===== src/hdl/sfc_pkg.sv =====
// Shared constants, codes and width helpers for the sphere frustum classifier.
package sfc_pkg;

  localparam int COORD_BITS_DEF       = 16;
  localparam int NORMAL_FRAC_BITS_DEF = 12;

  localparam int PLANE_BITS     = 64;
  localparam int NUM_PLANES     = 6;
  localparam int PERSP_PLANES   = 5;
  localparam int CFG_INDEX_BITS = 3;

  localparam logic [CFG_INDEX_BITS-1:0] REG_ORTHO_MODE  = 3'd0;
  localparam logic [CFG_INDEX_BITS-1:0] REG_PLANE_FIRST = 3'd1;

  localparam logic [1:0] VERDICT_INSIDE  = 2'd0;
  localparam logic [1:0] VERDICT_PARTIAL = 2'd1;
  localparam logic [1:0] VERDICT_OUTSIDE = 2'd2;

  localparam int ROOT_BITS_PER_STAGE = 4;

  function automatic int max2(input int a, input int b);
    return (a > b) ? a : b;
  endfunction

  function automatic int nrm_width(input int f);
    return f + 2;
  endfunction

  function automatic int ofs_width(input int f);
    return PLANE_BITS - 3 * nrm_width(f);
  endfunction

  function automatic int prod_width(input int cb, input int f);
    return nrm_width(f) + cb;
  endfunction

  function automatic int dist_width(input int cb, input int f);
    return max2(prod_width(cb, f) + 2, ofs_width(f) + f) + 1;
  endfunction

  function automatic int root_stages(input int cb);
    return (cb + ROOT_BITS_PER_STAGE - 1) / ROOT_BITS_PER_STAGE;
  endfunction

  function automatic int root_width(input int cb);
    return root_stages(cb) * ROOT_BITS_PER_STAGE;
  endfunction

endpackage


===== src/hdl/sfc_classify.sv =====
// Final stage: compare distances against the radius and register the verdict.
module sfc_classify #(
  parameter int COORD_BITS       = sfc_pkg::COORD_BITS_DEF,
  parameter int NORMAL_FRAC_BITS = sfc_pkg::NORMAL_FRAC_BITS_DEF
) (
  input  logic clk,
  input  logic rst,
  input  logic adv,
  input  logic ortho_mode,
  input  logic valid_in,
  input  logic [sfc_pkg::root_width(COORD_BITS)-1:0] root,
  input  logic [sfc_pkg::NUM_PLANES-1:0][sfc_pkg::dist_width(COORD_BITS, NORMAL_FRAC_BITS)-1:0]
               plane_dist,
  output logic       valid,
  output logic [1:0] verdict
);

  localparam int TW = sfc_pkg::root_width(COORD_BITS);
  localparam int DW = sfc_pkg::dist_width(COORD_BITS, NORMAL_FRAC_BITS);
  localparam int CW = sfc_pkg::max2(DW, TW + NORMAL_FRAC_BITS + 1) + 1;
  localparam int NP = sfc_pkg::NUM_PLANES;

  logic signed [CW-1:0] rr;
  logic       fullin;
  logic       partin;
  logic [1:0] verdict_next;

  assign rr = CW'({root, {NORMAL_FRAC_BITS{1'b0}}});

  always_comb begin
    logic signed [CW-1:0] dd;
    logic signed [CW-1:0] s_hi;
    logic signed [CW-1:0] s_lo;
    logic                 active;
    fullin = 1'b1;
    partin = 1'b1;
    for (int p = 0; p < NP; p++) begin
      dd     = CW'($signed(plane_dist[p]));
      s_hi   = dd + rr;
      s_lo   = dd - rr;
      active = (p < sfc_pkg::PERSP_PLANES) || ortho_mode;
      if (active && !(s_hi[CW-1] || (s_hi == '0))) begin
        fullin = 1'b0;
      end
      if (active && !(s_lo[CW-1] || (s_lo == '0))) begin
        partin = 1'b0;
      end
    end
    if (fullin) begin
      verdict_next = sfc_pkg::VERDICT_INSIDE;
    end else if (partin) begin
      verdict_next = sfc_pkg::VERDICT_PARTIAL;
    end else begin
      verdict_next = sfc_pkg::VERDICT_OUTSIDE;
    end
  end

  always_ff @(posedge clk) begin
    if (rst) begin
      valid <= 1'b0;
    end else if (adv) begin
      valid <= valid_in;
    end
  end

  always_ff @(posedge clk) begin
    if (adv) begin
      verdict <= verdict_next;
    end
  end

endmodule


===== config.mk =====
export PLATFORM = sky130hd
export DESIGN_NAME = sfc_classify
export DESIGN_NICKNAME = d
export VERILOG_FILES = /design/src/hdl/sfc_pkg.sv /design/src/hdl/sfc_classify.sv
export SDC_FILE = /design/constraint.sdc
export NUM_CORES = 1
export LEC_CHECK = 0
export ABC_CLOCK_PERIOD_IN_PS = 5600
export BUFFER_PORTS_ARGS = -buffer_cell sky130_fd_sc_hd__buf_2
export CORE_UTILIZATION = 53
export CTS_CLUSTER_SIZE = 28
export DETAILED_ROUTE_END_ITERATION = 12
export MAX_ROUTING_LAYER = met4
export PLACE_DENSITY_LB_ADDON = 0.25
export SLEW_MARGIN = 20
export SYNTH_ARGS = -nofsm -noshare
export SYNTH_HDL_FRONTEND = slang
export SYNTH_SLANG_ARGS = --single-unit

===== constraint.sdc =====
create_clock -name clk -period 5.6 [get_ports clk]
set_input_delay 0 -clock clk [delete_from_list [all_inputs] [get_ports clk]]
set_output_delay 0 -clock clk [all_outputs]
set_load 0.02 [all_outputs]

* After elaboration in Yosys (flattened, before gate mapping)
Index checks and enable logic that the tools add are counted.
** Storage, ports and cells
- Bits of input ports :: 231
- Word-level logic and storage cells :: 55
- Bits in registers :: 3
- Output and inout bits :: 3
** Operators by class
- Reductions and logical operators :: 28
- Mux-type cells :: 13
- Add/subtract/negate cells :: 12
** Operators with widths (number)
- 36-bit logical NOT :: 12
- 35-bit by 29-bit adder with 36-bit output :: 6
- 35-bit by 29-bit subtractor with 36-bit output :: 6
- 1-bit logical OR :: 12
- 1-bit two-way mux :: 12
- 1-bit logical AND :: 2
- 1-bit logical NOT :: 2
- 2-bit two-way mux :: 1

* Longest topological paths before layout
- Depth in word-level cells :: 10
- Mapped depth :: 15
- Gate-level depth less buffers :: 15

* Worst setup path after synthesis
No wires, ideal clock.
- Kind :: input to register
- Start :: input port root[0] (netlist bit)
- End :: register verdict[0] (data pin)
- Setup slack :: 2.264 ns
- Setup time :: 0.263 ns
- Arrival time :: 3.073 ns
- Data required time :: 5.337 ns
- Cell stages on the path :: 13
- Path buffers :: 0
- Cell sequence :: ha_1 -> fa_1 -> nor2b_2 -> or4b_1 -> mux2_2 -> o32ai_1 -> nand3_1 -> or4_1 -> or4_1 -> nor4_2 -> o22ai_1 -> nor4_2 -> nor2b_1
** Between the ends
- Longest elaborated chain between the ends :: 10
- Elaborated cells on any way between the ends :: 53
- Classes of those cells :: add/sub (12); mux (13); reduce/logical (28)
** Ends and longest elaborated chain
- from (decl) :: line sfc_classify.sv:11 : input logic [sfc_pkg::root_width(COORD_BITS)-1:0] root,
- 35-bit by 29-bit subtractor with 36-bit output :: line sfc_classify.sv:40 : s_lo = dd - rr;
- 36-bit logical NOT :: line sfc_classify.sv:45 : if (active && !(s_lo[CW-1] || (s_lo == '0))) begin
- 1-bit logical OR :: line sfc_classify.sv:45
- 1-bit two-way mux (6 in series) :: line sfc_classify.sv:45
- 2-bit two-way mux :: line sfc_classify.sv:51 : end else if (partin) begin
- to (signal assigned) :: line sfc_classify.sv:68 : verdict <= verdict_next;
- to (decl) :: line sfc_classify.sv:15 : output logic [1:0] verdict
Parallel ways exist; a longest one is shown, timed or not.
A chain may end at the register's enable or synchronous reset.

* Worst setup path in the final report
- Start :: input port root[2] (netlist bit)
- End :: register verdict[1] (data pin)
Same word-level chain as after synthesis.

==> results.py <==
metrics = {
    "power_and_ir_drop": {
        "finalPower_mw": 1.83,
        "p_leak_nw": 6.41,
        "power.density_nw_per_um2": 118,
        "vdd_drop_max_mv": 0.0683,
    },
    "clock_tree": {
        "cts.sinks": 3,
        "clk_pin_slew_ns": 0.03,
        "post-cts-setup-buffers": 0,
        "clkLatencyLatePin_ns": 0.22,
        "cts_buffers": 3,
        "htreeDepth": 1,
        "cts_tree": "yes",
        "clockBufferDepth": 2,
        "cts_root_buf": "clkbuf_16",
    },
    "hold_path": {
        "hp-class": "in2reg",
        "min_from": "valid_in",
        "hold_end": "valid",
        "worstHoldPathCells": 3,
    },
    "worst_setup_path": {
        "worstPathMaxFanout": 10,
        "critPathMaxStageDelay_ns": 0.74,
        "end_kind": "flip-flop",
        "r2r_end": "valid",
        "rr_worst_depth": 2,
        "critical_path_arrival_ns": 4.54,
        "worstSetupPathType": "in2reg",
        "path_cells": "buf_2 -> inv_1 -> ha_1 -> nor2b_2 -> o311ai_0 -> a211oi_1 -> o31ai_1 -> mux2i_1 -> o311ai_0 -> or4_1 -> nor4_2 -> o22ai_1 -> nor4_2 -> nor2_1",
        "rr_startpoint": "valid",
        "reg2reg_setup_slack_ns": 5.00,
        "critPathSlowestCell": "o311ai_0",
        "start_kind": "input pin",
        "cp.required_ns": 5.56,
    },
    "placed_design": {
        "gp_congestion": 1.04,
        "post-place-ws_ns": 0.980,
        "dp_hpwl_mm": 46.0,
        "place.port_buffers": 233,
        "place_area_um2": 15400,
    },
    "synth": {
        "synth_simple_gate_area_share_pct": 30.9,
        "avgSynthCellArea_um2": 6.62,
        "synthCells": 2174,
        "ys_seq_area_share_pct": 0.557,
        "syn_nets": 2609,
        "synth_top_family_by_area": "compound AO/OA/AOI/OAI gates",
        "synth_xor_area_share_pct": 3.10,
        "synthAdderAreaFrac_pct": 18.4,
        "yosys_warnings": 0,
        "async_flop_share_pct": 0,
        "synth_compound_area_share_pct": 36.0,
        "synth-edff-count": 2,
        "synth.area.mux_share_pct": 3.72,
        "synth.ff_latch_count": 3,
        "synth_area_um2": 14400,
        "synth_cell_types": 92,
        "synth_ff_type": "edfxtp_1",
    },
    "drt": {
        "drt_pass1_iterations": 6,
        "drc": 0,
        "ant_nets": 0,
        "num_vias": 18286,
        "viasPerCell": 6.96,
        "routed_wirelength_mm": 58.6,
        "drt_iter0_drc": 2552,
        "wl_per_cell_um": 22.3,
    },
    "timing": {
        "period_share_pct": 81.8,
        "hold_viol_final": 0,
        "worst_slew_pin_slew_ns": 0.921,
        "setup_slack_ns": 1.02,
        "whs_ns": 0.0313,
        "min_period_ns": 4.58,
        "tns_ns": 0,
        "finalMaxSlewViolations": 0,
        "maxSlewHeadroom_pct": 38.5,
        "rsz0062_at_grt": "false",
        "setup_viol": 0,
        "fin_skew_ns": 0,
        "fmax_mhz": 218,
    },
    "layout": {
        "drive_above_1_share_pct": 13.2,
        "area.growth.synth_to_final_pct": 8.03,
        "fin_area_um2": 15500,
        "final_nets": 2723,
    },
    "floorplanning": {
        "die_w_um": 167,
        "initial_utilization_pct": 54.6,
        "ios": 234,
        "coreArea_um2": 26400,
        "die_y_um": 167,
        "dieArea_um2": 27800,
        "rows": 59,
    },
    "global_routing": {
        "grt_max_degree": 22,
        "first_global_vias": 16348,
        "grt_pass1_wl_mm": 89.7,
        "overflow": 0,
        "grt_antenna_before_repair": 4,
        "grtUsageTotal_pct": 41.0,
    },
    "flow_run": {
        "maxCapViolCount": 0,
    },
    "run_status": {
        "status": "finished, final reports clean",
    },
}
-- metrics by stage --
| stage | instances | util, % |
|---|---|---|
| floorplan | 2174 | - |
| global placement | 2617 | 58.6 |
| detailed placement | 2617 | 58.6 |
| CTS | 2622 | 58.9 |
| global route | 2626 | 59.0 |
| finish | 2627 | 59.0 |
-- cell usage after synthesis (all sizes together) (12+ instances only) --
cell	n	area [um^2]
clkbuf	102	414
nor2b	54	340
ha	192	2400
o211ai	33	248
a21oi	182	915
nand4b	12	105
or3	22	138
xor2	14	123
nand3	67	335
inv	123	462
a21o	31	233
a221oi	16	146
nor2	207	777
buf	29	161
nand2b	40	250
and2	16	101
o31a	15	131
mux2i	40	400
nor4	64	419
o21a	32	240
o221ai	15	131
a211oi	41	313
o311ai	13	114
o31ai	28	210
o21bai	14	105
nor3	86	430
or4	19	143
nand2	132	495
o21ai	149	746
o2111ai	18	158
and3	23	144
xnor2	37	324
a31oi	18	113
a2111oi	25	231
mux2	12	135
fa	12	240
or2	19	119
nand4	49	307
-- report_power, final --
group / switching [mW] / leakage, nW / internal (mW)
sequential: 0.00110 / 0.0278 / 0.0252
combinational: 1.07 / 6.34 / 0.618
clock: 0.0211 / 0.0382 / 0.0941
total: 1.10 / 6.41 / 0.737
-- layout by cell type (no fill, tap or decap), drive strengths merged, types with 28 or more instances in the layout --
cell type / count
a211oi: 41
a21o: 31
a21oi: 182
buf: 239
ha: 192
inv: 123
mux2i: 40
nand2: 132
nand2b: 40
nand3: 67
nand4: 49
nor2: 207
nor2b: 54
nor3: 86
nor4: 64
o211ai: 33
o21a: 32
o21ai: 149
o31ai: 28
xnor2: 37
-- metal layers --
layer | GRT usage [%] | wire length [um] | share of wire (%) | vias to the layer above
met2 | 61.5 | 24900 | 42 | 1137
met1 | 52.8 | 24400 | 42 | 8419
met5 | - | 0 | 0 | -
met3 | 6.77 | 5960 | 10 | 192
li1 | - | - | - | 8538
met4 | 21.3 | 3350 | 5.7 | 0
-- registers in the layout (all words and copies together), names as in the netlist --
register,flops
valid,1
verdict,2
-- what timing repair did --
action                                 4_1_cts  5_1_grt
hold buffers                                 1        0
resized for setup                            0        0
setup endpoints to repair                    0        0
endpoints found under the hold margin        1        0
-- final cells by class --
type | count | area [um^2]
antenna | 5 | 12.5
sequential | 3 | 80.1
timing repair buffer | 240 | 1220
inverter | 126 | 473
multi-input combinational | 1914 | 13300
clock buffer | 4 | 78.8
fill | 2621 | 10800
tap | 335 | 419
-- how the worst max path moves through the flow --
stage	depth (start not counted)	to	startpoint
after floorplan	13	verdict[0]	root[0]
after global placement	14	verdict[1]	root[2]
after detailed placement	14	verdict[0]	root[2]
after CTS	14	verdict[1]	root[10]
after global routing	14	verdict[0]	root[10]
final	14	verdict[1]	root[2]
-- cells by family (layout without fill, tap and decap cells) --
family	after synthesis	count (layout)
AO/OA/AOI/OAI	757	757
XOR/XNOR	51	51
adder cells (fa/ha/maj)	204	204
buffers and inverters	257	370
flip-flops	3	3
multiplexers	52	52
other	0	5
AND/OR/NAND/NOR	850	850
-- critical path: cells and delay by family --
family | cells | cell delay (ns)
buffers and inverters | 2 | 0.67
AOI/OAI and AO/OA | 5 | 1.72
muxes | 1 | 0.22
adders and majority gates | 1 | 0.61
and+or+nand+nor | 5 | 1.30
Note: power is estimated with default switching activity, not from simulation.
