==> src/hdl/sfc_pkg.sv <==
// Shared constants, codes and width helpers for the sphere frustum classifier.
package sfc_pkg;

  localparam int COORD_BITS_DEF       = 16;
  localparam int NORMAL_FRAC_BITS_DEF = 12;

  localparam int PLANE_BITS     = 64;
  localparam int NUM_PLANES     = 6;
  localparam int PERSP_PLANES   = 5;
  localparam int CFG_INDEX_BITS = 3;

  localparam logic [CFG_INDEX_BITS-1:0] REG_ORTHO_MODE  = 3'd0;
  localparam logic [CFG_INDEX_BITS-1:0] REG_PLANE_FIRST = 3'd1;

  localparam logic [1:0] VERDICT_INSIDE  = 2'd0;
  localparam logic [1:0] VERDICT_PARTIAL = 2'd1;
  localparam logic [1:0] VERDICT_OUTSIDE = 2'd2;

  localparam int ROOT_BITS_PER_STAGE = 4;

  function automatic int max2(input int a, input int b);
    return (a > b) ? a : b;
  endfunction

  function automatic int nrm_width(input int f);
    return f + 2;
  endfunction

  function automatic int ofs_width(input int f);
    return PLANE_BITS - 3 * nrm_width(f);
  endfunction

  function automatic int prod_width(input int cb, input int f);
    return nrm_width(f) + cb;
  endfunction

  function automatic int dist_width(input int cb, input int f);
    return max2(prod_width(cb, f) + 2, ofs_width(f) + f) + 1;
  endfunction

  function automatic int root_stages(input int cb);
    return (cb + ROOT_BITS_PER_STAGE - 1) / ROOT_BITS_PER_STAGE;
  endfunction

  function automatic int root_width(input int cb);
    return root_stages(cb) * ROOT_BITS_PER_STAGE;
  endfunction

endpackage

==> src/hdl/sfc_root_stage.sv <==
// One square root stage: four result bits, with the plane distances carried along.
module sfc_root_stage #(
  parameter int COORD_BITS       = sfc_pkg::COORD_BITS_DEF,
  parameter int NORMAL_FRAC_BITS = sfc_pkg::NORMAL_FRAC_BITS_DEF
) (
  input  logic clk,
  input  logic rst,
  input  logic adv,
  input  logic valid_in,
  input  logic [2*sfc_pkg::root_width(COORD_BITS)-1:0] rad_in,
  input  logic [sfc_pkg::root_width(COORD_BITS)+1:0]   rem_in,
  input  logic [sfc_pkg::root_width(COORD_BITS)-1:0]   root_in,
  input  logic [sfc_pkg::NUM_PLANES-1:0][sfc_pkg::dist_width(COORD_BITS, NORMAL_FRAC_BITS)-1:0]
               dist_in,
  output logic valid_out,
  output logic [2*sfc_pkg::root_width(COORD_BITS)-1:0] rad_out,
  output logic [sfc_pkg::root_width(COORD_BITS)+1:0]   rem_out,
  output logic [sfc_pkg::root_width(COORD_BITS)-1:0]   root_out,
  output logic [sfc_pkg::NUM_PLANES-1:0][sfc_pkg::dist_width(COORD_BITS, NORMAL_FRAC_BITS)-1:0]
               dist_out
);

  localparam int TW  = sfc_pkg::root_width(COORD_BITS);
  localparam int XW  = 2 * TW;
  localparam int RMW = TW + 2;
  localparam int BPS = sfc_pkg::ROOT_BITS_PER_STAGE;

  logic [XW-1:0]  rad_next;
  logic [RMW-1:0] rem_next;
  logic [TW-1:0]  root_next;

  always_comb begin
    logic [RMW+1:0] t;
    logic [RMW+1:0] trial;
    rad_next  = rad_in;
    rem_next  = rem_in;
    root_next = root_in;
    for (int j = 0; j < BPS; j++) begin
      t     = {rem_next, rad_next[XW-1 -: 2]};
      trial = (RMW+2)'({root_next, 2'b01});
      if (t >= trial) begin
        rem_next  = RMW'(t - trial);
        root_next = {root_next[TW-2:0], 1'b1};
      end else begin
        rem_next  = t[RMW-1:0];
        root_next = {root_next[TW-2:0], 1'b0};
      end
      rad_next = {rad_next[XW-3:0], 2'b00};
    end
  end

  always_ff @(posedge clk) begin
    if (rst) begin
      valid_out <= 1'b0;
    end else if (adv) begin
      valid_out <= valid_in;
    end
  end

  always_ff @(posedge clk) begin
    if (adv) begin
      rad_out  <= rad_next;
      rem_out  <= rem_next;
      root_out <= root_next;
      dist_out <= dist_in;
    end
  end

endmodule

==> config.mk <==
export PLATFORM = sky130hd
export DESIGN_NAME = sfc_root_stage
export DESIGN_NICKNAME = d
export VERILOG_FILES = /design/src/hdl/sfc_pkg.sv /design/src/hdl/sfc_root_stage.sv
export SDC_FILE = /design/constraint.sdc
export NUM_CORES = 1
export LEC_CHECK = 0
export ABC_AREA = 1
export BUFFER_PORTS_ARGS = -buffer_cell sky130_fd_sc_hd__buf_2
export CORE_AREA = 2 2 218 220
export DETAILED_ROUTE_END_ITERATION = 8
export DIE_AREA = 0 0 220 222
export PLACE_DENSITY_LB_ADDON = 0.05
export SYNTH_ARGS = -nofsm -noshare
export SYNTH_HDL_FRONTEND = slang
export SYNTH_SLANG_ARGS = --single-unit
==> constraint.sdc <==
create_clock -name clk -period 16.8 [get_ports clk]
set_input_delay 0 -clock clk [delete_from_list [all_inputs] [get_ports clk]]
set_output_delay 0 -clock clk [all_outputs]
set_load 0.02 [all_outputs]
# After elaboration in Yosys (flattened, before gate mapping)
# Cells that the tools add are included.
word_totals:
  ff_bits: 269
  inputBits: 280
  output_inout_bits: 277
classes:
  n_addsub: 4
  order_cmp: 4
  muxes: 8
ops:
  columns: ["op", "count"]
  rows:
  - [">= comparator 20 x 18 -> 1 bit", 4]
  - ["two-way mux 18 bit", 4]
  - ["subtractor 18 bit", 4]
  - ["two-way mux 1 bit", 4]

# Logic depth before layout (Yosys ltp)
depth:
  ltp_word: 8
  ltp_mapped: 62
  mapped_depth_nobuf: 55

# Least setup slack after synthesis
# OpenSTA, ideal clock, no wires.
synth_timing:
  path_kind: "in2reg"
  startpoint: "input port root_in[0] in the netlist's numbering"
  endpoint: "register rem_out[16] in the netlist's numbering, data pin"
  setup_time_ns: 0.253
  arrival_ns: 6.700
  t_required_ns: 16.547
  setup_slack_ns: 9.847
  cell_stages: 60
  path_buffers: 7
  path_cell_list: "inv_1 ha_1 nand2_1 a21oi_2 nand2_1 nand3_2 nand2_4 nand2_4 buf_2 inv_1 clkbuf_1 nand2_1 o21ai_0 ha_1 nand2_1 nor2_1 nand2_1 nor3_1 [24 not listed] buf_2 nand2_1 o21ai_0 ha_1 inv_1 nor3_1 inv_1 nor2_1 nand4_1 o21bai_1 inv_1 nor2_1 nor2_2 nand2_4 inv_4 buf_6 nand2_1 nand2_1"
synth_via:
  elab_chain_cells: 8
  word_cells_on_any_way: 15
  cone_classes: "add/sub: 4; order compare: 4; mux: 7"
synth_lines:
  columns: ["item", "line", "rtl"]
  rows:
  - ["start: declaration", "sfc_root_stage.sv:12", "input logic [sfc_pkg::root_width(COORD_BITS)-1:0] root_in,"]
  - [">= comparator 20 x 18 -> 1 bit (*)", "sfc_root_stage.sv:41", "if (t >= trial) begin"]
  - ["two-way mux 1 bit (*)", "sfc_root_stage.sv:41", null]
  - ["via root_next[3]", "sfc_root_stage.sv:30", "logic [TW-1:0] root_next;"]
  - [">= comparator 20 x 18 -> 1 bit (*)", "sfc_root_stage.sv:41", null]
  - ["two-way mux 1 bit (*)", "sfc_root_stage.sv:41", null]
  - ["via root_next[2]", "sfc_root_stage.sv:30", null]
  - [">= comparator 20 x 18 -> 1 bit (*)", "sfc_root_stage.sv:41", null]
  - ["two-way mux 1 bit (*)", "sfc_root_stage.sv:41", null]
  - ["via root_next[1]", "sfc_root_stage.sv:30", null]
  - ["subtractor 18 bit or >= comparator 20 x 18 -> 1 bit (tied branches)", "sfc_root_stage.sv:42, sfc_root_stage.sv:41", null]
  - ["two-way mux 18 bit (*)", "sfc_root_stage.sv:41", null]
  - ["via rem_next[16]", "sfc_root_stage.sv:29", "logic [RMW-1:0] rem_next;"]
  - ["end signal: assignment", "sfc_root_stage.sv:63", "rem_out <= rem_next;"]
  - ["end: declaration", "sfc_root_stage.sv:17", "output logic [sfc_pkg::root_width(COORD_BITS)+1:0] rem_out,"]
# The timed path passes the listed nets; every way through them passes the cells marked *.
# A chain may end at the register's enable or synchronous reset.

# Final worst setup path
layout_timing:
  startpoint: "input port root_in[11] in the netlist's numbering"
  endpoint: "register rem_out[10] in the netlist's numbering, data pin"
layout_via:
  elab_chain_cells: 8
  word_cells_on_any_way: 15
  cone_classes: "add/sub: 4; order compare: 4; mux: 7"
layout_lines:
  columns: ["item", "line"]
  rows:
  - ["subtractor 18 bit or >= comparator 20 x 18 -> 1 bit (tied branches)", "sfc_root_stage.sv:42, sfc_root_stage.sv:41"]
  - ["two-way mux 18 bit or two-way mux 1 bit (tied branches)", "sfc_root_stage.sv:41"]
  - [">= comparator 20 x 18 -> 1 bit (*)", "sfc_root_stage.sv:41"]
  - ["two-way mux 1 bit (*)", "sfc_root_stage.sv:41"]
  - ["via root_next[2]", "sfc_root_stage.sv:30"]
  - [">= comparator 20 x 18 -> 1 bit (*)", "sfc_root_stage.sv:41"]
  - ["two-way mux 1 bit (*)", "sfc_root_stage.sv:41"]
  - ["via root_next[1]", "sfc_root_stage.sv:30"]
  - ["subtractor 18 bit or >= comparator 20 x 18 -> 1 bit (tied branches)", "sfc_root_stage.sv:42, sfc_root_stage.sv:41"]
  - ["two-way mux 18 bit (*)", "sfc_root_stage.sv:41"]
  - ["via rem_next[10]", "sfc_root_stage.sv:29"]
# Marked as above.

==> flow_summary.toml <==
[setup_path]
cp-end-kind = "flop"
r2r_cells = 3
crit_top_cell = "nand2_1"
crit_cells = 52
worst-path-max-fanout = 31
crit_required_ns = 17.15
path_delay_family = "simple AND/OR/NAND/NOR gates"
crit_type = "input pin to flop"
cp_slowest_cell = "inv_1"
startpoint_type = "input pin"
critPathBufInv = 12
critPathMaxStageDelay_ns = 0.64
crit_arrival_ns = 9.54
rrSetupSlack_ns = 15.66

[run_status]
status = "completed"

[layout]
final_area_um2 = 19640
area_delta_synth_final_pct = 54.42
utilization_pct = 42.46
finalNetCount = 2275
drive_gt1_share_pct = 32.60
mostFrequentLayoutCell = "buf_2"
most-common-layout-cells = "547 x buf_2, 268 x edfxtp_1, 259 x nand2_1"

[sta]
worstMarginPinSlew_ns = 0.8879
relSlewSlack_pct = 40.81
period_needed_ns = 9.185
finalHoldViolations = 0
timing.final.ws_setup_ns = 7.615
drv_slew = 0
rsz0062_at_grt = "no"
whs_ns = 0.02246
tns_ns = 0
post-route-period-util_pct = 54.67
max_freq_mhz = 108.9
finClkSkew_ns = 0
setup_viol = 0

[logic_synthesis]
synth_area_per_cell_um2 = 11.53
ys_warn_count = 0
syn_inst = 1103
yosys.area.top_type = "edfxtp_1"
synth_seq_area_share_pct = 63.43
ys_top_cells_by_area = "edfxtp_1 63%, nand2_1 7.6%, ha_1 7.1%"
ys_ff_latch = 269
synth_top_area_share_pct = 63.27
synth_cell_type_count = 45
synthesis.area_um2 = 12720

[drt]
vias_per_cell = 4.338
drt-wirelength-per-cell_um = 18.65
dr.pass1.iters = 5
drt_iter0_markers = 616
totalWireLength_mm = 47.64
drtAntennaViolNets = 0
drc = 0
vias = 11080

[grt]
grt_pass1_wl_mm = 69.52
first_global_vias = 11320
grt_start_max_net_pins = 163
grt-ovfl-total = 0
grt_use_total_pct = 18.69
antenna_found_initial = 1

[pwr]
p_seq_share_pct = 31.4
power.clock.fraction_pct = 23.8
p_int_mw = 1.677
power_density_nw_per_um2 = 141.7
p_sw_mw = 1.106
p_comb_share_pct = 44.9
switching_share_pct = 39.74
vdd_drop_max_v = 0.00008987
p_leak_nw = 8.848

[worst_hold_path]
whs_path_depth = 5
min_path_type = "input pin to flop"

[floorplan]
start_util_pct = 27.50
coreArea_um2 = 46260
die-area_um2 = 48840
die_h_um = 222
rows = 79
dieWidth_um = 220
pin_count = 557

[clock_network]
cts_buffers = 31
clock-sinks = 269
cts_root_buffer = "clkbuf_16"
cts-resized-gates = 0
h-tree-depth = 1
cts_buffer_depth = 3
cts_tree = "done"
clock_latency_ns = 0.59
postCtsSetupBuffers = 0
clkSlewWorstSetupHoldPaths_ns = 0.06

[flow_run]
maxCapViolations = 0

[placed_design]
globalplace.congestion = 0.8479
port_buffers = 548
place_area_um2 = 16150
place.detailed.hpwl_mm = 37.54
dp_slack_ns = 7.466
## synthesized netlist by cell type (all sizes together)
cell / count
nand2: 280
edfxtp: 268
inv: 104
ha: 72
o21ai: 65
a21oi: 62
nor2: 60
nand3: 49
xor2: 26
xnor2: 22
buf: 15
nor3: 14
nand3b: 9
nand4: 8
a31oi: 7
o21bai: 6
clkbuf: 5
or2: 5
a211oi: 4
a21o: 4
o211ai: 3
a21boi: 2
and2: 2
nor4: 2
o21a: 2
o31ai: 2
a31o: 1
clkinv: 1
conb: 1
dfxtp: 1
mux2i: 1
## power groups by stage
stage | Sequential (mW) | Clock (mW) | Combinational [mW]
2_1_floorplan | 0.987 | 0 | 0.736
3_3_place_gp | 0.887 | 0 | 1.21
3_5_place_dp | 0.887 | 0 | 1.20
4_1_cts | 0.874 | 0.685 | 1.26
5_1_grt | 0.880 | 0.705 | 1.40
6_report | 0.873 | 0.662 | 1.25
## cell type report
cell class	count	area [µm²]
Timing Repair Buffer	800	5285
Inverter	105	396.6
Clock inverter	15	165.2
Clock buffer	40	809.5
Fill cell	4531	26620
Tap cell	607	759.5
Antenna cell	2	5.005
Multi-Input combinational cell	716	4153
Sequential cell	269	8068
## worst reg2reg max path, stage by stage, from the launching register on
cell and delay (ns):
dfxtp_1 0.31, mux2i_1 0.12, nor2_1 0.05, dlygate4sd3_1 0.55
## stage by stage
step	total power, mW	instances
after global routing	2.984	2553
after global placement	2.096	2246
after floorplan	1.722	1110
after detailed placement	2.087	2246
final	2.784	2554
after CTS	2.818	2552
## state kept, by name (all words and copies together) (netlist names)
signal / flops
dist_out: 210
rad_out: 24
rem_out: 18
root_out: 16
valid_out: 1
## path summary, 6_finish.rpt
| check | start | endpoint |
|---|---|---|
| max | root_in[11] | rem_out[10] |
| min | rad_in[27] | rem_out[3] |
| max reg2reg | valid_out | valid_out |
| min reg2reg | valid_out | valid_out |
## kinds of logic after synthesis
group | synth area share [%]
XOR/XNOR | 3.305
buffers and inverters | 4.131
adder cells (fa/ha/maj) | 7.082
AND/OR/NAND/NOR | 15.11
multiplexers | 0.07870
AO/OA/AOI/OAI | 6.836
other | 0.02948
flip-flops | 63.43
## timing repair
| action | 4_1_cts | 5_1_grt |
|---|---|---|
| setup endpoints to repair | 0 | 0 |
| hold endpoints to repair | 269 | 0 |
| hold buffers | 251 | 0 |
## per-layer routing
| layer | up-vias | part of all wire [%] | GRT usage [%] |
|---|---|---|---|
| li1 | 5492 | - | - |
| met1 | 5203 | 40 | 21.85 |
| met2 | 322 | 53 | 35.46 |
| met3 | 61 | 5.1 | 2.565 |
| met4 | 0 | 2.3 | 4.481 |
| met5 | - | 0 | 0 |
Power figures use the tool's default switching activity.
