[config.mk]
export PLATFORM = sky130hd
export DESIGN_NAME = sfc_cfg_regs
export DESIGN_NICKNAME = d
export VERILOG_FILES = /design/src/hdl/sfc_pkg.sv /design/src/hdl/sfc_cfg_regs.sv
export SDC_FILE = /design/constraint.sdc
export NUM_CORES = 1
export LEC_CHECK = 0
export ABC_CLOCK_PERIOD_IN_PS = 1550
export BUFFER_PORTS_ARGS = -buffer_cell sky130_fd_sc_hd__buf_4
export CORE_ASPECT_RATIO = 0.5
export CORE_MARGIN = 2
export CORE_UTILIZATION = 50
export CTS_CLUSTER_DIAMETER = 80
export CTS_CLUSTER_SIZE = 8
export DETAILED_ROUTE_END_ITERATION = 10
export PLACE_DENSITY = 0.82
export SLEW_MARGIN = 40
export SYNTH_ARGS = -nofsm -noshare
export SYNTH_HDL_FRONTEND = slang
export SYNTH_SLANG_ARGS = --single-unit
[constraint.sdc]
create_clock -name clk -period 1.55 [get_ports clk]
set_clock_uncertainty 0.2 [all_clocks]
set_input_delay 0.31 -clock clk [delete_from_list [all_inputs] [get_ports clk]]
set_output_delay 0.31 -clock clk [all_outputs]
set_load 0.02 [all_outputs]
[src/hdl/sfc_pkg.sv]
// Shared constants, codes and width helpers for the sphere frustum classifier.
package sfc_pkg;

  localparam int COORD_BITS_DEF       = 16;
  localparam int NORMAL_FRAC_BITS_DEF = 12;

  localparam int PLANE_BITS     = 64;
  localparam int NUM_PLANES     = 6;
  localparam int PERSP_PLANES   = 5;
  localparam int CFG_INDEX_BITS = 3;

  localparam logic [CFG_INDEX_BITS-1:0] REG_ORTHO_MODE  = 3'd0;
  localparam logic [CFG_INDEX_BITS-1:0] REG_PLANE_FIRST = 3'd1;

  localparam logic [1:0] VERDICT_INSIDE  = 2'd0;
  localparam logic [1:0] VERDICT_PARTIAL = 2'd1;
  localparam logic [1:0] VERDICT_OUTSIDE = 2'd2;

  localparam int ROOT_BITS_PER_STAGE = 4;

  function automatic int max2(input int a, input int b);
    return (a > b) ? a : b;
  endfunction

  function automatic int nrm_width(input int f);
    return f + 2;
  endfunction

  function automatic int ofs_width(input int f);
    return PLANE_BITS - 3 * nrm_width(f);
  endfunction

  function automatic int prod_width(input int cb, input int f);
    return nrm_width(f) + cb;
  endfunction

  function automatic int dist_width(input int cb, input int f);
    return max2(prod_width(cb, f) + 2, ofs_width(f) + f) + 1;
  endfunction

  function automatic int root_stages(input int cb);
    return (cb + ROOT_BITS_PER_STAGE - 1) / ROOT_BITS_PER_STAGE;
  endfunction

  function automatic int root_width(input int cb);
    return root_stages(cb) * ROOT_BITS_PER_STAGE;
  endfunction

endpackage

[src/hdl/sfc_cfg_regs.sv]
// Configuration registers: projection mode and the six packed frustum planes.
module sfc_cfg_regs (
  input  logic                                clk,
  input  logic                                rst,
  input  logic                                cfg_valid,
  output logic                                cfg_ready,
  input  logic [sfc_pkg::CFG_INDEX_BITS-1:0]  cfg_index,
  input  logic [sfc_pkg::PLANE_BITS-1:0]      cfg_data,
  output logic                                ortho_mode,
  output logic [sfc_pkg::NUM_PLANES-1:0][sfc_pkg::PLANE_BITS-1:0] planes
);

  assign cfg_ready = 1'b1;

  always_ff @(posedge clk) begin
    if (rst) begin
      ortho_mode <= 1'b0;
      planes     <= '0;
    end else if (cfg_valid) begin
      if (cfg_index == sfc_pkg::REG_ORTHO_MODE) begin
        ortho_mode <= cfg_data[0];
      end
      for (int p = 0; p < sfc_pkg::NUM_PLANES; p++) begin
        if (cfg_index == sfc_pkg::CFG_INDEX_BITS'(sfc_pkg::REG_PLANE_FIRST + p)) begin
          planes[p] <= cfg_data;
        end
      end
    end
  end

endmodule

[Yosys cells after proc, flatten, opt, wreduce, memory -nomap -nowiden]
Cells that the tools add are included.
Storage, ports and cells
  register bits: 385
  bits of input ports: 70
  output and inout bits: 386
  logic and storage cells: 21
Cells by class
  eq/ne operators: 6
  reduce and logical (&&, ||, !) cells: 8
Operators by type and width (number)
  $reduce_and 2->1: 7
  $eq 3x3->1 const B: 3
  $eq 3x2->1 const B: 2
  $eq 3x1->1 const B: 1
  $logic_not 3->1: 1

[Logic depth before layout (Yosys ltp)]
  depth after elaboration: 2
  mapped depth: 5
  depth with buffers taken out: 2

[Worst setup path after synthesis]
No wires, ideal clock.
  path kind: input to register
  start point: in rst
  end point: reg planes[44] (netlist name)
  library setup time: 0.125 ns
  arrival: 1.067 ns
  data required time: 1.225 ns
  slack: 0.158 ns
  cell stages on the path: 5
  path buffers: 3
  cells stage by stage: buf_2 -> clkbuf_2 -> clkbuf_1 -> nand2b_1 -> mux2i_1
RTL lines
  start: declaration: RTL line sfc_cfg_regs.sv:4  | input logic rst,
  end signal: indexed assignment: RTL line sfc_cfg_regs.sv:25  | planes[p] <= cfg_data;
  end: declaration: RTL line sfc_cfg_regs.sv:10  | output logic [sfc_pkg::NUM_PLANES-1:0][sfc_pkg::PLANE_BITS-1:0] planes

[Worst setup path in the final report]
  start point: reg planes[119] (netlist name)
  end point: out planes[119] (netlist name)
No word-level cell between the ends.

==> report_table.html <==
<table>
<tr><th>Metric</th><th>Value</th></tr>
<tr><th colspan="2">Outcome</th></tr>
<tr><td>Violated checks</td><td>setup timing</td></tr>
<tr><td>Run status</td><td>complete, but fails checks</td></tr>
<tr><th colspan="2">Layout</th></tr>
<tr><td>Number of inserted diodes</td><td>0</td></tr>
<tr><td>Signed area change from the synthesized netlist to the final layout</td><td>58.7%</td></tr>
<tr><td>Total area of multi-input combinational cells</td><td>slightly below 0.007 mm2</td></tr>
<tr><td>Area of all sequential standard cells</td><td>0.00819 mm2</td></tr>
<tr><td>Final-layout fill cell count</td><td>between 1500 and 2000</td></tr>
<tr><td>Fin area</td><td>0.0241 mm2</td></tr>
<tr><td>Final nets</td><td>about 2000</td></tr>
<tr><td>Layout cells sized above 1</td><td>54.4%</td></tr>
<tr><td>Final non-filler cell total</td><td>2371</td></tr>
<tr><th colspan="2">Drt</th></tr>
<tr><td>DRC violation count after routing</td><td>0</td></tr>
<tr><td>Mean number of vias per cell</td><td>about 5.3</td></tr>
<tr><td>Antenna Violating Nets Remaining</td><td>0</td></tr>
<tr><td>Number of optimization iterations in the first detailed-route pass</td><td>4</td></tr>
<tr><td>Average routed wire per standard cell</td><td>21.6 um</td></tr>
<tr><td>Aggregate routed wire length</td><td>51200 um</td></tr>
<tr><td>Vias after detailed routing</td><td>12500</td></tr>
<tr><td>Drt initial violations</td><td>566</td></tr>
<tr><th colspan="2">Logic synthesis</th></tr>
<tr><td>Post-synthesis average cell area</td><td>about 11 um2</td></tr>
<tr><td>Cells after synthesis</td><td>1324</td></tr>
<tr><td>Post-Syn Area</td><td>~0.015 mm2</td></tr>
<tr><td>Number of flops mapped to enable cells by yosys</td><td>0</td></tr>
<tr><td>Top FF cell, synth</td><td>sky130_fd_sc_hd__dfxtp_1</td></tr>
<tr><td>Async S/R FF share, synth</td><td>0%</td></tr>
<tr><td>Seq/Total Area, Yosys</td><td>between 50 and 60%</td></tr>
<tr><td>Flip-flop and latch count after synthesis</td><td>385</td></tr>
<tr><td>Most common library cells after synthesis</td><td>449 x sky130_fd_sc_hd__nand2b_1, 385 x sky130_fd_sc_hd__dfxtp_1, 385 x sky130_fd_sc_hd__mux2i_1</td></tr>
<tr><td>Top cell type by total area after synthesis</td><td>sky130_fd_sc_hd__dfxtp_1</td></tr>
<tr><td>Number of warnings reported in the yosys synthesis log</td><td>0</td></tr>
<tr><td>Number of distinct standard cells referenced by the synthesized netlist</td><td>14</td></tr>
<tr><td>Synth Net Count</td><td>between 1000 and 1500</td></tr>
<tr><td>Fraction of post-synthesis cell area in the top cell type by area</td><td>50.8%</td></tr>
<tr><td>Most instantiated library cell after synthesis</td><td>sky130_fd_sc_hd__nand2b_1</td></tr>
<tr><td>Largest cells by area after synthesis</td><td>sky130_fd_sc_hd__dfxtp_1 51%, sky130_fd_sc_hd__mux2i_1 25%, sky130_fd_sc_hd__nand2b_1 19%, sky130_fd_sc_hd__buf_6 2.0%, sky130_fd_sc_hd__clkbuf_1 1.1%</td></tr>
<tr><th colspan="2">Die</th></tr>
<tr><td>Number of top-level pins</td><td>456</td></tr>
<tr><td>Overall die area</td><td>around 0.032 mm2</td></tr>
<tr><td>Rows</td><td>45</td></tr>
<tr><td>Area of the placeable core</td><td>~0.03 mm2</td></tr>
<tr><td>Vertical die dimension</td><td>127 um</td></tr>
<tr><td>X dimension of the die</td><td>250 um</td></tr>
<tr><td>Initial Utilization</td><td>about half</td></tr>
<tr><th colspan="2">Timing</th></tr>
<tr><td>Hold Worst Slack</td><td>0.00803 ns</td></tr>
<tr><td>Hold Vio Cnt, Final</td><td>0</td></tr>
<tr><td>Final Critical Period</td><td>between 1.5 and 2 ns</td></tr>
<tr><td>Setup ws final</td><td>-0.00113 ns</td></tr>
<tr><td>RSZ-0062 raised after global routing</td><td>true</td></tr>
<tr><td>Count of pins over their slew limit</td><td>0</td></tr>
<tr><td>Period Utilization, post-route</td><td>100%</td></tr>
<tr><td>Total of endpoints with negative setup slack in the final report</td><td>1</td></tr>
<tr><td>Highest clock frequency the design can meet</td><td>645 MHz</td></tr>
<tr><th colspan="2">Worst hold path</th></tr>
<tr><td>Worst min path class</td><td>in2reg</td></tr>
<tr><td>Instance count along the most critical hold path</td><td>3</td></tr>
<tr><th colspan="2">Global route</th></tr>
<tr><td>Total routing resource utilization after global routing</td><td>between 20% and 30%</td></tr>
<tr><td>Number of antenna violations at the first check in global routing</td><td>0</td></tr>
<tr><td>First-pass GRT wire length</td><td>slightly above 70000 um</td></tr>
<tr><td>GRT Residual Overflow</td><td>0</td></tr>
<tr><td>Pin count of the biggest net entering global routing</td><td>56</td></tr>
<tr><td>Vias in the first global route</td><td>12600</td></tr>
<tr><th colspan="2">Setup path</th></tr>
<tr><td>Element type at the critical path end</td><td>output pin</td></tr>
<tr><td>Type of the worst setup path</td><td>reg2out</td></tr>
<tr><td>Number of cells on the worst reg-to-reg path</td><td>3</td></tr>
<tr><td>Arrival time reported for the critical path endpoint</td><td>1.04 ns</td></tr>
<tr><td>Peak fanout along the critical path</td><td>2</td></tr>
<tr><td>Largest incremental delay on the critical path</td><td>0.36 ns</td></tr>
<tr><td>Series of cell instances along the critical path</td><td>buf_6</td></tr>
<tr><td>Count of cell instances traversed by the critical path</td><td>1</td></tr>
<tr><td>Largest delay share family, worst path</td><td>flip-flops</td></tr>
<tr><td>Slowest cell on crit path</td><td>sky130_fd_sc_hd__dfxtp_2</td></tr>
<tr><td>Required time of the critical path</td><td>between 1 and 1.5 ns</td></tr>
<tr><td>Kind of launch point of the worst setup path</td><td>flip-flop</td></tr>
<tr><td>Buffers &amp; Inverters on Critical Path</td><td>1</td></tr>
<tr><th colspan="2">Placed design</th></tr>
<tr><td>Dpl hpwl</td><td>30200 um</td></tr>
<tr><td>Placed Cells</td><td>around 2200</td></tr>
<tr><td>Routability congestion estimate</td><td>0.818</td></tr>
<tr><td>Placed cell areas</td><td>0.0194 mm2</td></tr>
<tr><td>Setup slack at placement</td><td>-0.0628 ns</td></tr>
<tr><td>Quantity of I/O buffers inserted on ports</td><td>454</td></tr>
<tr><th colspan="2">Clock tree</th></tr>
<tr><td>Clock tree sinks</td><td>385</td></tr>
<tr><td>Count of H-tree levels built during CTS</td><td>2</td></tr>
<tr><td>Maximum buffer depth of the clock tree</td><td>3</td></tr>
<tr><td>Cell at the root of the clock tree</td><td>sky130_fd_sc_hd__clkbuf_16</td></tr>
<tr><td>CTS tree</td><td>built</td></tr>
<tr><td>Worst-path clk slew</td><td>0.05 ns</td></tr>
<tr><td>Worst skew pair latency</td><td>0.55 ns</td></tr>
<tr><td>Number of buffers inserted during clock tree synthesis</td><td>54</td></tr>
<tr><th colspan="2">Power and ir drop</th></tr>
<tr><td>Power Total</td><td>23.2 mW</td></tr>
<tr><td>Switching power total</td><td>5.42 mW</td></tr>
<tr><td>Reg power frac</td><td>44.6%</td></tr>
<tr><td>Switching part of the total power</td><td>23.4%</td></tr>
<tr><td>Static leakage</td><td>roughly 12 nW</td></tr>
<tr><td>Internal power component</td><td>17.8 mW</td></tr>
<tr><td>Worst IR drop on VDD</td><td>0.831 mV</td></tr>
<tr><td>Clock share of power</td><td>45.2%</td></tr>
<tr><td>Power per standard cell area</td><td>964 mW/mm2</td></tr>
<tr><td>Relative contribution of combinational cells to total power</td><td>about a tenth</td></tr>
<tr><th colspan="2">Run</th></tr>
<tr><td>Number of maximum-capacitance constraint violations</td><td>0</td></tr>
</table>
[final timing paths]
path,from,end,slack [ns]
worst max-delay path,planes[119],planes[119],-0.001
worst min-delay path,cfg_data[35],planes[163],0.008
worst max register to register,planes[126],planes[126],0.50
worst min register to register,planes[24],planes[24],0.27
[registers in the layout (all words and copies together) (netlist names)]
signal	cells
ortho_mode	1
planes	384
[power groups by stage]
stage	combinational [mW]	clock, mW	sequential (mW)
2_1_floorplan	0.813	0	10.7
4_1_cts	2.21	10.5	10.3
5_1_grt	2.46	11.1	10.4
3_3_place_gp	1.95	0	10.4
3_5_place_dp	1.97	0	10.5
6_report	2.37	10.5	10.3
[routing by layer]
layer	vias up	routed length, um	track usage (%)	share of wire [%]
met1	6135	19100	31.5	37
met3	246	2340	4.89	4.6
met2	485	25700	50.9	50
met4	0	4080	20.7	8.0
met5	-	0	0	0
li1	5638	-	-	-
[timing repair]
item	4_1_cts	5_1_grt
setup buffers	2	83
cloned	0	2
endpoints found under the setup margin	328	239
endpoints found under the hold margin	260	1
resized for setup	623	147
hold buffers	58	1
pin swaps	0	1
[kinds of logic (layout without fill, tap and decap cells)]
family | Yosys count | after routing | synth area share [%]
buffers and inverters | 95 | 743 | 4.58
flip-flops | 385 | 385 | 50.8
multiplexers | 385 | 385 | 25.4
other | 1 | 1 | 0.0247
AND/OR/NAND/NOR | 458 | 458 | 19.1
[layout make-up]
| type | instances | share of cell area [%] |
|---|---|---|
| Multi-Input combinational cell | 844 | 28.2 |
| Sequential cell | 385 | 34.0 |
| Clock buffer | 58 | 5.94 |
| Tap cell | 399 | 2.07 |
| Clock inverter | 1 | 0.0364 |
| Timing Repair Buffer | 684 | 29.7 |
[through the flow]
step                setup TNS [ns]  utilization (%)
floorplan                        0                -
global placement          -0.00820             64.6
global route                 -1.13             80.0
CTS                        -0.0176             76.7
detailed placement           -1.16             64.6
finish                    -0.00113             80.0
[placed cells by master (no fill, tap or decap), drive strengths merged]
cell / instances
and4bb: 2
buf: 623
clkbuf: 61
clkinv: 1
conb: 1
dfxtp: 385
dlygate4sd3: 58
mux2i: 385
nand2b: 449
nand4b: 3
nand4bb: 3
nor4b: 1
[worst min-delay path, delay by kind of cell]
kind | cells | cell delay (ns)
muxes | 1 | 0.16
and+or+nand+nor | 1 | 0.17
buffers and inverters | 1 | 0.08
No activity file was read; power rests on OpenSTA's default activity.
